<file path="src/rtl/core/chm_pkg.sv">
// ----------------------------------------------------------------------------
// chm_pkg
// Shared types and constants for the chained hash map.
// ----------------------------------------------------------------------------
package chm_pkg;

   localparam int KEY_W       = 32;
   localparam int VAL_W       = 32;
   localparam int TOTAL_W     = 7;
   localparam int CMD_W       = 2;
   localparam int REQ_DATA_W  = 64;
   localparam int RSP_DATA_W  = 48;
   localparam int DEF_BUCKETS = 64;
   localparam int DEF_ENTRIES = 64;

   typedef enum logic [CMD_W-1:0] {
      CMD_PUT        = 2'd0,
      CMD_PUT_ABSENT = 2'd1,
      CMD_LOOKUP     = 2'd2,
      CMD_REMOVE     = 2'd3
   } cmd_type;

   typedef struct packed {
      cmd_type           cmd;
      logic [KEY_W-1:0]  key;
      logic [VAL_W-1:0]  value;
   } item_type;

   typedef struct packed {
      logic               found;
      logic               changed;
      logic               full_res;
      logic [VAL_W-1:0]   read_value;
      logic [TOTAL_W-1:0] entry_total;
   } result_type;

endpackage

</file>
<file path="src/rtl/core/chm_queue.sv">
// ----------------------------------------------------------------------------
// chm_queue
// Two-word queue between the classifier and the table engine.
// ----------------------------------------------------------------------------
module chm_queue #(
   parameter int W = chm_pkg::REQ_DATA_W
) (
   input  logic         clock,
   input  logic         reset,
   input  logic         in_valid,
   output logic         in_ready,
   input  logic [W-1:0] in_data,
   output logic         out_valid,
   input  logic         out_ready,
   output logic [W-1:0] out_data
);
   import chm_pkg::*;

   logic [W-1:0] slot_ff [2];
   logic         wr_ptr_ff, rd_ptr_ff;
   logic [1:0]   cnt_ff;
   logic         push, pop;

   assign in_ready  = (cnt_ff != 2'd2);
   assign out_valid = (cnt_ff != 2'd0);
   assign out_data  = slot_ff[rd_ptr_ff];
   assign push      = in_valid && in_ready;
   assign pop       = out_valid && out_ready;

   always_ff @(posedge clock) begin
      if (reset) begin
         wr_ptr_ff <= 1'b0;
         rd_ptr_ff <= 1'b0;
         cnt_ff    <= 2'd0;
      end else begin
         if (push) begin
            wr_ptr_ff <= !wr_ptr_ff;
         end
         if (pop) begin
            rd_ptr_ff <= !rd_ptr_ff;
         end
         if (push && !pop) begin
            cnt_ff <= cnt_ff + 2'd1;
         end else if (pop && !push) begin
            cnt_ff <= cnt_ff - 2'd1;
         end
      end
      if (push) begin
         slot_ff[wr_ptr_ff] <= in_data;
      end
   end

endmodule

</file>
<file path="config.mk">
export PLATFORM = sky130hd
export DESIGN_NAME = chm_queue
export DESIGN_NICKNAME = d
export VERILOG_FILES = /design/src/rtl/core/chm_pkg.sv /design/src/rtl/core/chm_queue.sv
export SDC_FILE = /design/constraint.sdc
export NUM_CORES = 1
export LEC_CHECK = 0
export ABC_AREA = 1
export BUFFER_PORTS_ARGS = -buffer_cell sky130_fd_sc_hd__buf_4
export CORE_ASPECT_RATIO = 1.4
export CORE_MARGIN = 2
export CORE_UTILIZATION = 47
export CTS_CLUSTER_DIAMETER = 30
export DETAILED_ROUTE_END_ITERATION = 10
export HOLD_SLACK_MARGIN = 0.03
export PLACE_DENSITY = 0.72
export SLEW_MARGIN = 15
export SYNTH_ARGS = -nofsm -noshare
export SYNTH_HDL_FRONTEND = slang
export SYNTH_SLANG_ARGS = --single-unit
</file>
<file path="constraint.sdc">
create_clock -name clock -period 4 [get_ports clock]
set_input_delay 0.4 -clock clock [delete_from_list [all_inputs] [get_ports clock]]
set_output_delay 0.4 -clock clock [all_outputs]
set_load 0.005 [all_outputs]
</file>
---- After elaboration in Yosys (flattened, before gate mapping) ----
Memories as Yosys holds them, arrays and structs flattened. A register that Yosys moved wholly into a read port is not among the register bits.
Cells that the tools add are included.
word-level totals
  bits in registers ....................... 4
  bits in writable memories ............... 128
  output and inout port bits .............. 66
  logic and storage cells ................. 23
  memories kept ........................... 1
cells by class
  add/sub/neg operators ................... 2
  equality and inequality tests ........... 1
  muxes and demuxes ....................... 6
  reduce and logical (&&, ||, !) cells .... 10
memories
  name     words  width  rd ports  clocked after Yosys merged registers in  wr ports  RTL line         RTL
  slot_ff  2      64     1         1                                        1         chm_queue.sv:19  logic [W-1:0] slot_ff [2];
operators with widths
  cell                                                                count
  1-bit logical AND                                                   4
  1-bit zero test                                                     4
  1-bit two-way mux                                                   4
  2-bit two-way mux                                                   2
  2-bit nonzero test                                                  2
  2-bit by 1-bit adder with 2-bit output, second input constant       1
  2-bit != test, second input constant                                1
  2-bit by 1-bit subtractor with 2-bit output, second input constant  1

---- Logic depth before layout (Yosys ltp) ----
Gate-level depths: netlist of the first run.
  depth after elaboration ................. 6
  mapped depth ............................ 11
  depth with buffers taken out ............ 11

---- Worst setup path before layout of the first run ----
Ideal clock, no wire load.
  path kind ............................... flip-flop to flip-flop
  from .................................... reg cnt_ff[0]
  to ...................................... mem slot_ff[0][0] (netlist bit) (enable)
  arrival ................................. 3.239 ns
  data required time ...................... 3.514 ns
  slack ................................... 0.274 ns
  cell stages (with the launch flop) ...... 5
  buffers on the path ..................... 0
  period minus slack after synthesis ...... 3.726 ns
  path through ............................ dfxtp_1 > inv_1 > nand2_1 > nand2_1 > nor2_1
on the way
  word-level cells in the longest chain between the ends .. 4
ends and longest elaborated chain
  item                                     RTL line         RTL
  start: declaration                       chm_queue.sv:21  logic [1:0] cnt_ff;
  start signal: assignment                 chm_queue.sv:43  cnt_ff <= cnt_ff + 2'd1;
  start signal: assignment                 chm_queue.sv:45  cnt_ff <= cnt_ff - 2'd1;
  2-bit != test                            chm_queue.sv:24  assign in_ready = (cnt_ff != 2'd2);
  net in_ready                             chm_queue.sv:11  output logic in_ready,
  1-bit logical AND                        chm_queue.sv:27  assign push = in_valid && in_ready;
  1-bit two-way mux                        chm_queue.sv:48  if (push) begin
  1-bit two-way mux (not written as such)  chm_queue.sv:49  slot_ff[wr_ptr_ff] <= in_data;
  end: declaration                         chm_queue.sv:19
The timed path passes the listed nets, and every way through them passes these cells.

==> metrics.md, run 1 <==
| Metric | Value |
|---|---|
| Status | finished, final reports clean |
| Initial Utilization | around 48% |
| Crit Reg-Reg Startpoint | cnt_ff[0] |
| N_diodes | 0 |
| Core Rows | 45 |
| Post-synthesis sequential area ratio | 76.4% |
| Footprint of the multi-input gates | roughly 0.0011 mm2 |
| CP Capture Type | output port |
| Layout area overhead | 34.2% |
| Clk buf depth | 2 |
| Delay-heaviest family, CP | flip-flops |
| Final #Nets | between 400 and 500 |
| Vias in the first global route | ~2600 |
| Num CTS Buffers | 17 |
| Syn Nets | just over 300 |
| CTS resizes | 0 |
| Final hold vios | 0 |
| Hpwl dp | slightly below 6000 um |
| Routed WL | ~9000 um |
| Die Span Y | between 100 and 150 um |
| Synthesis Warnings | 0 |
| Post-Syn Area | roughly 0.0052 mm2 |
| DR DRC count | 0 |
| Largest net degree at the start of global routing | 65 |
| Worst Tran Pin Value | between 1 and 1.5 ns |
| Clock root cell | clkbuf_16 |
| Fin Setup TNS | 0 ns |
| Leakage | about 0.0027 uW |
| RSZ-0062 raised after global routing | no |
| Critical path's slowest cell | dfxtp_4 |
| F_max | roughly 400 MHz |
| Reg-to-reg endpoint | slot_ff[0][8] |
| CTS tree | done |
| Simple-gate share of the synthesized area | approximately 1.5% |
| Hold Path Sink | slot_ff[0][63] |
| Worst-skew pair later-pin latency | roughly 0.40 ns |
| IO buf count | around 130 |
| Vias | roughly 2600 |
| Hold Crit Depth | 1 |
| Ports | 134 |
| Largest family of logic cells by synthesized area | multiplexers |
| Yosys reg bits | 133 |
| Initial DRC count | around 130 |
| Peak supply drop | slightly below 0.4 mV |
| CORE AREA | 0.0108 mm2 |
| WP buf/inv | 2 |
| Post-Synth XOR/XNOR Area | 0% |
| Mean Syn Cell Area | 21.9 um2 |
| Die Area | 0.0118 mm2 |
| Endpoints failing setup | 0 |
| Critical-path cell list | buf_4 > mux2_4 > buf_4 |
| Drt first pass iters | 7 |
| Crit path arrival time | approximately 2.1 ns |
| Worst Hold Launch | in_data[63] |
| Max Slew Vio Count | 0 |
| Antenna Nets Post-Route | 0 |
| Reg2Reg Depth | 5 |
| Setup Fix Bufs, Post-CTS | 0 |
| Clock Skew | 0.0107 ns |
| Slew margin rel. | 32.8% |
| Hold buffer count at cts | 0 |
| Met1 usage in global routing | about 17% |
| Fill cells | around 780 |
| Layout cells sized above 1 | between 50% and 60% |
| Synth cell types | 14 |
| Grt met2 use | between 20% and 30% |
| Post-layout min period | 2.50 ns |
| Initial antenna violation count | 0 |
| Instance count of the mapped netlist | 236 |
| Grt peak-use layer | met2 |
| Slowest stage delay, CP | 0.77 ns |
| Adder-cell share of the synthesized area | less than 1% |
| Reg clk slew, reported paths | approximately 0.060 ns |
| Overflow after GRT | 0 |
| Register area | roughly 0.004 mm2 |
| Drt wl/cell | between 15 and 20 um |
| Setup crit start kind | flip-flop |
| Hold crit path type | in -> reg |
| Post-synthesis compound-gate area fraction | 0.388% |
| Mux contribution to synthesized area | between 10% and 20% |
| Htree depth | 4 |
| Hold slack final | 0.179 ns |
| CP max FO | 34 |
| Total GRT Usage | 15.6% |
| Placer congestion estimate | ~0.7 |
| First-pass GRT wire length | 13300 um |
| Fin crit share | 62.4% |
| CTS Sinks | 133 |
| Crit path top cell by count | buf_4 |
| Vias per cell | ~4.8 |
| R2R Setup Slk | 1.89 ns |
| DIE WIDTH | ~93 um |
| Power per Cell Area | roughly 660 mW/mm2 |
| CP required | between 3 and 4 ns |
| Crit Path Class | reg -> out |
| Max Cap Violations | 0 |
| M3 GR Usage | ~5.5% |
[cells by family after synthesis]
group / after synthesis
adders and majority gates: 1
AOI/OAI and AO/OA: 4
DFF: 133
muxes: 64
buffers and inverters: 15
and+or+nand+nor: 19
[metrics by stage]
stage          setup WS [ns]  power [uW]  instances  area (um2)  utilization, %
2_1_floorplan          0.274        2500        236        5160               -
3_3_place_gp            1.92        2870        507        6260            58.3
3_5_place_dp            1.84        2900        507        6260            58.3
4_1_cts                 1.47        4610        539        6930            64.4
5_1_grt                 1.39        4750        539        6930            64.4
6_report                1.50        4560        539        6930            64.4
[synthesized netlist by cell type]
cell type	n	area share, %
nand2_1	9	0.65
mux2_4	60	17
ha_1	1	0.24
buf_12	6	2.3
a21oi_1	2	0.19
o21ai_0	2	0.19
dfxtp_1	5	1.9
mux2_2	4	0.87
nand3_1	2	0.19
edfxtp_1	128	74
inv_1	8	0.58
buf_6	1	0.22
nor2_1	7	0.51
nand4_1	1	0.12
[routing by layer]
metal | part of all wire, % | wire length [um]
met1 | 36 | 3260
met2 | 55 | 5000
met3 | 6.3 | 566
met4 | 2.4 | 214
met5 | 0 | 0
[flip-flops by register name, summed over array words and instances (netlist names), named ones only]
register	flops
rd_ptr_ff	1
slot_ff	128
cnt_ff	2
wr_ptr_ff	1
[worst reg2reg max path: stages, from the launching register on]
cell and delay (ns):
dfxtp_1 0.34, inv_1 0.09, nand2_1 0.09, nand2_1 0.16, nor2_4 0.80, buf_12 0.31
[cell usage in the layout, fill, tap and decap left out, drive strengths merged]
cell / count
buf: 137
edfxtp: 128
mux2: 64
clkbuf: 18
nand2: 9
inv: 8
nor2: 7
bufinv: 6
dfxtp: 5
clkinv: 5
clkinvlp: 3
o21ai: 2
a21oi: 2
nand3: 2
nand4: 1
ha: 1
[how the worst max path moves through the flow]
stage                          from        endpoint  slack (ns)  depth (start not counted)
after floorplan           cnt_ff[0]   slot_ff[0][0]        0.27                          4
after global placement    flip-flop    out_data[32]        1.92                          3
after detailed placement  cnt_ff[0]  slot_ff[0][63]        1.84                          5
after CTS                 flip-flop    out_data[32]        1.47                          3
after global routing      flip-flop    out_data[32]        1.39                          3
final                     flip-flop    out_data[32]        1.50                          3
[where the power goes]
part	internal, uW	switching, uW
Sequential	1770	104
Clock	1160	538
Combinational	597	390
Total	3530	1030
[area by class of cell]
class,instances,share of cell area [%]
repair buffers,137,15.0
well taps,141,2.55
multi-input cells,88,15.4
inverters,8,0.434
flip-flops and latches,133,57.0
clock buffers,18,6.20
clock inverters,14,3.36
Power figures use the tool's default switching activity.
==> run 2: changes to the inputs <==
- CORE_UTILIZATION: 47 -> 52
- PLACE_DENSITY: 0.72 -> 0.76
- clock period: 4 -> 2.4 ns (I/O delays scaled with it)
==> metrics.md, run 2 (synthesis gave the netlist of run 1 again) <==
| Metric | Value |
|---|---|
| Status | finished, final reports clean |
| CTS Sinks | about 130 |
| Max Slew Vio Count | 0 |
| Largest net degree at the start of global routing | 36 |
| Clock power frac | 31.0% |
| Critical path's slowest cell | buf_4 |
| Comb pwr share | between 20% and 30% |
| Commonest non-fill, non-tap cells in the layout | 138 x buf_4, 128 x edfxtp_1, 64 x dlygate4sd3_1, 60 x mux2_4, 17 x clkbuf_16 |
| Met2 wire length | approximately 5500 um |
| Peak supply drop | 0.704 mV |
| Final hold vios | 0 |
| RSZ-0062 raised after global routing | no |
| Vias | ~2800 |
| Initial DRC count | between 100 and 150 |
| Antenna Nets Post-Route | 0 |
| Cell internal pwr | 5380 uW |
| Crit path top cell by count | buf_4 |
| Htree depth | 4 |
| Crit path arrival time | 1.74 ns |
| Met3 Wirelength | ~380 um |
| CP Capture Type | output port |
| Total power | 7070 uW |
| DIE WIDTH | ~90 um |
| IO buf count | 133 |
| Post-layout min period | 1.98 ns |
| Placer congestion estimate | approximately 0.72 |
| Max reg flops | roughly 130 |
| Layout cells sized above 1 | 49.0% |
| Num CTS Buffers | 17 |
| M1 WL | roughly 3600 um |
| Hpwl dp | just under 6000 um |
| Slew margin rel. | between 60% and 70% |
| Drt wl/cell | 16.4 um |
| Setup Fix Bufs, Post-CTS | 0 |
| Setup WS post-layout | between 0.4 and 0.5 ns |
| Leakage | between 0.002 and 0.003 uW |
| CTS resizes | 0 |
| N_diodes | 0 |
| Crit Path Class | reg -> out |
| Place WS | between 0.8 and 0.9 ns |
| Core Rows | 43 |
| Top sig layer | met4 |
| Routed WL | ~9800 um |
| First-pass GRT wire length | between 10000 and 15000 um |
| DR DRC count | 0 |
| Worst Tran Pin Value | approximately 0.53 ns |
| Die Area | around 0.011 mm2 |
| Initial Utilization | a little over half |
| Endpoints failing setup | 0 |
| Sequential power share | between 40% and 50% |
| Worst-skew pair later-pin latency | roughly 0.4 ns |
| Total GRT Usage | 18.4% |
| Critical-path cell list | buf_4 > mux2_2 > buf_4 |
| Die Span Y | 122 um |
| Vias per cell | 4.73 |
| Fin crit share | 82.7% |
| Biggest regs | slot_ff (128), cnt_ff (2) |
| DP Area | approximately 0.0063 mm2 |
| Clk buf depth | 2 |
| Ports | about 130 |
| Biggest register | slot_ff |
| CP required | roughly 2.2 ns |
| Initial antenna violation count | 0 |
| Clock root cell | clkbuf_16 |
| Setup crit start kind | flip-flop |
| CORE AREA | roughly 0.0098 mm2 |
| Slowest stage delay, CP | 0.45 ns |
| CTS tree | done |
| Reg clk slew, reported paths | 0.05 ns |
| Layout area overhead | 43.6% |
| Fill cells | approximately 600 |
| Clock Skew | around 0.0055 ns |
| F_max | 504 MHz |
| Hold slack final | between 0.1 and 0.15 ns |
| Hold crit path type | in -> reg |
| CP max FO | 29 |
| Max Cap Violations | 0 |
| P_sw | between 1500 and 2000 uW |
| Vias in the first global route | ~3000 |
| Sw frac | between 20% and 30% |
| Post-layout util | 75.7% |
| Final instance area | 0.00741 mm2 |
| Final #Nets | between 500 and 600 |
| Power per Cell Area | ~950 mW/mm2 |
| Commonest non-fill, non-tap cell in the layout | buf_4 |
| Drt first pass iters | 4 |
| Overflow after GRT | 0 |
run 2: metal layers:
metal	up-vias	GRT usage [%]
met4	0	8.43
met2	83	33.6
met3	20	5.62
met1	1374	18.8
met5	-	0
li1	1340	-
run 2: power groups by stage:
stage,combinational (uW),clock [uW],sequential (uW)
2_1_floorplan,1090,0,3060
3_3_place_gp,1730,0,3050
3_5_place_dp,1760,0,3080
4_1_cts,1850,2220,3030
5_1_grt,1970,2330,3060
6_report,1840,2190,3030
run 2: critical path: cells and delay by family, from the launching register on:
kind                   cells  cell delay, ns
multiplexers               1            0.40
buffers and inverters      2            0.59
flip-flops                 1            0.35
run 2: layout make-up:
cell class / count / area [um2] / share of cell area [%]
clock inverters: 11 / 70.1 / 0.945
well taps: 135 / 169 / 2.28
repair buffers: 203 / 1700 / 22.9
inverters: 8 / 30.0 / 0.405
flip-flops and latches: 133 / 3950 / 53.3
multi-input cells: 88 / 1070 / 14.4
clock buffers: 18 / 429 / 5.79
run 2: worst paths after layout:
kind / from / to / slack, ns / cells past startpoint
max reg2reg: cnt_ff[0] / cnt_ff[1] / 0.78 / 10
max: flip-flop / out_data[60] / 0.42 / 3
min: out_ready / rd_ptr_ff / 0.13 / 3
min reg2reg: rd_ptr_ff / rd_ptr_ff / 0.51 / 2
run 2: stage by stage:
stage | TNS (ns) | std cells
2_1_floorplan | -34.56 | 236
3_3_place_gp | 0 | 503
3_5_place_dp | 0 | 503
4_1_cts | 0 | 596
5_1_grt | 0 | 596
6_report | 0 | 596
run 2: timing repair:
action                                 4_1_cts  5_1_grt
setup endpoints to repair                    0        0
hold buffers                                64        0
endpoints found under the hold margin      128        0
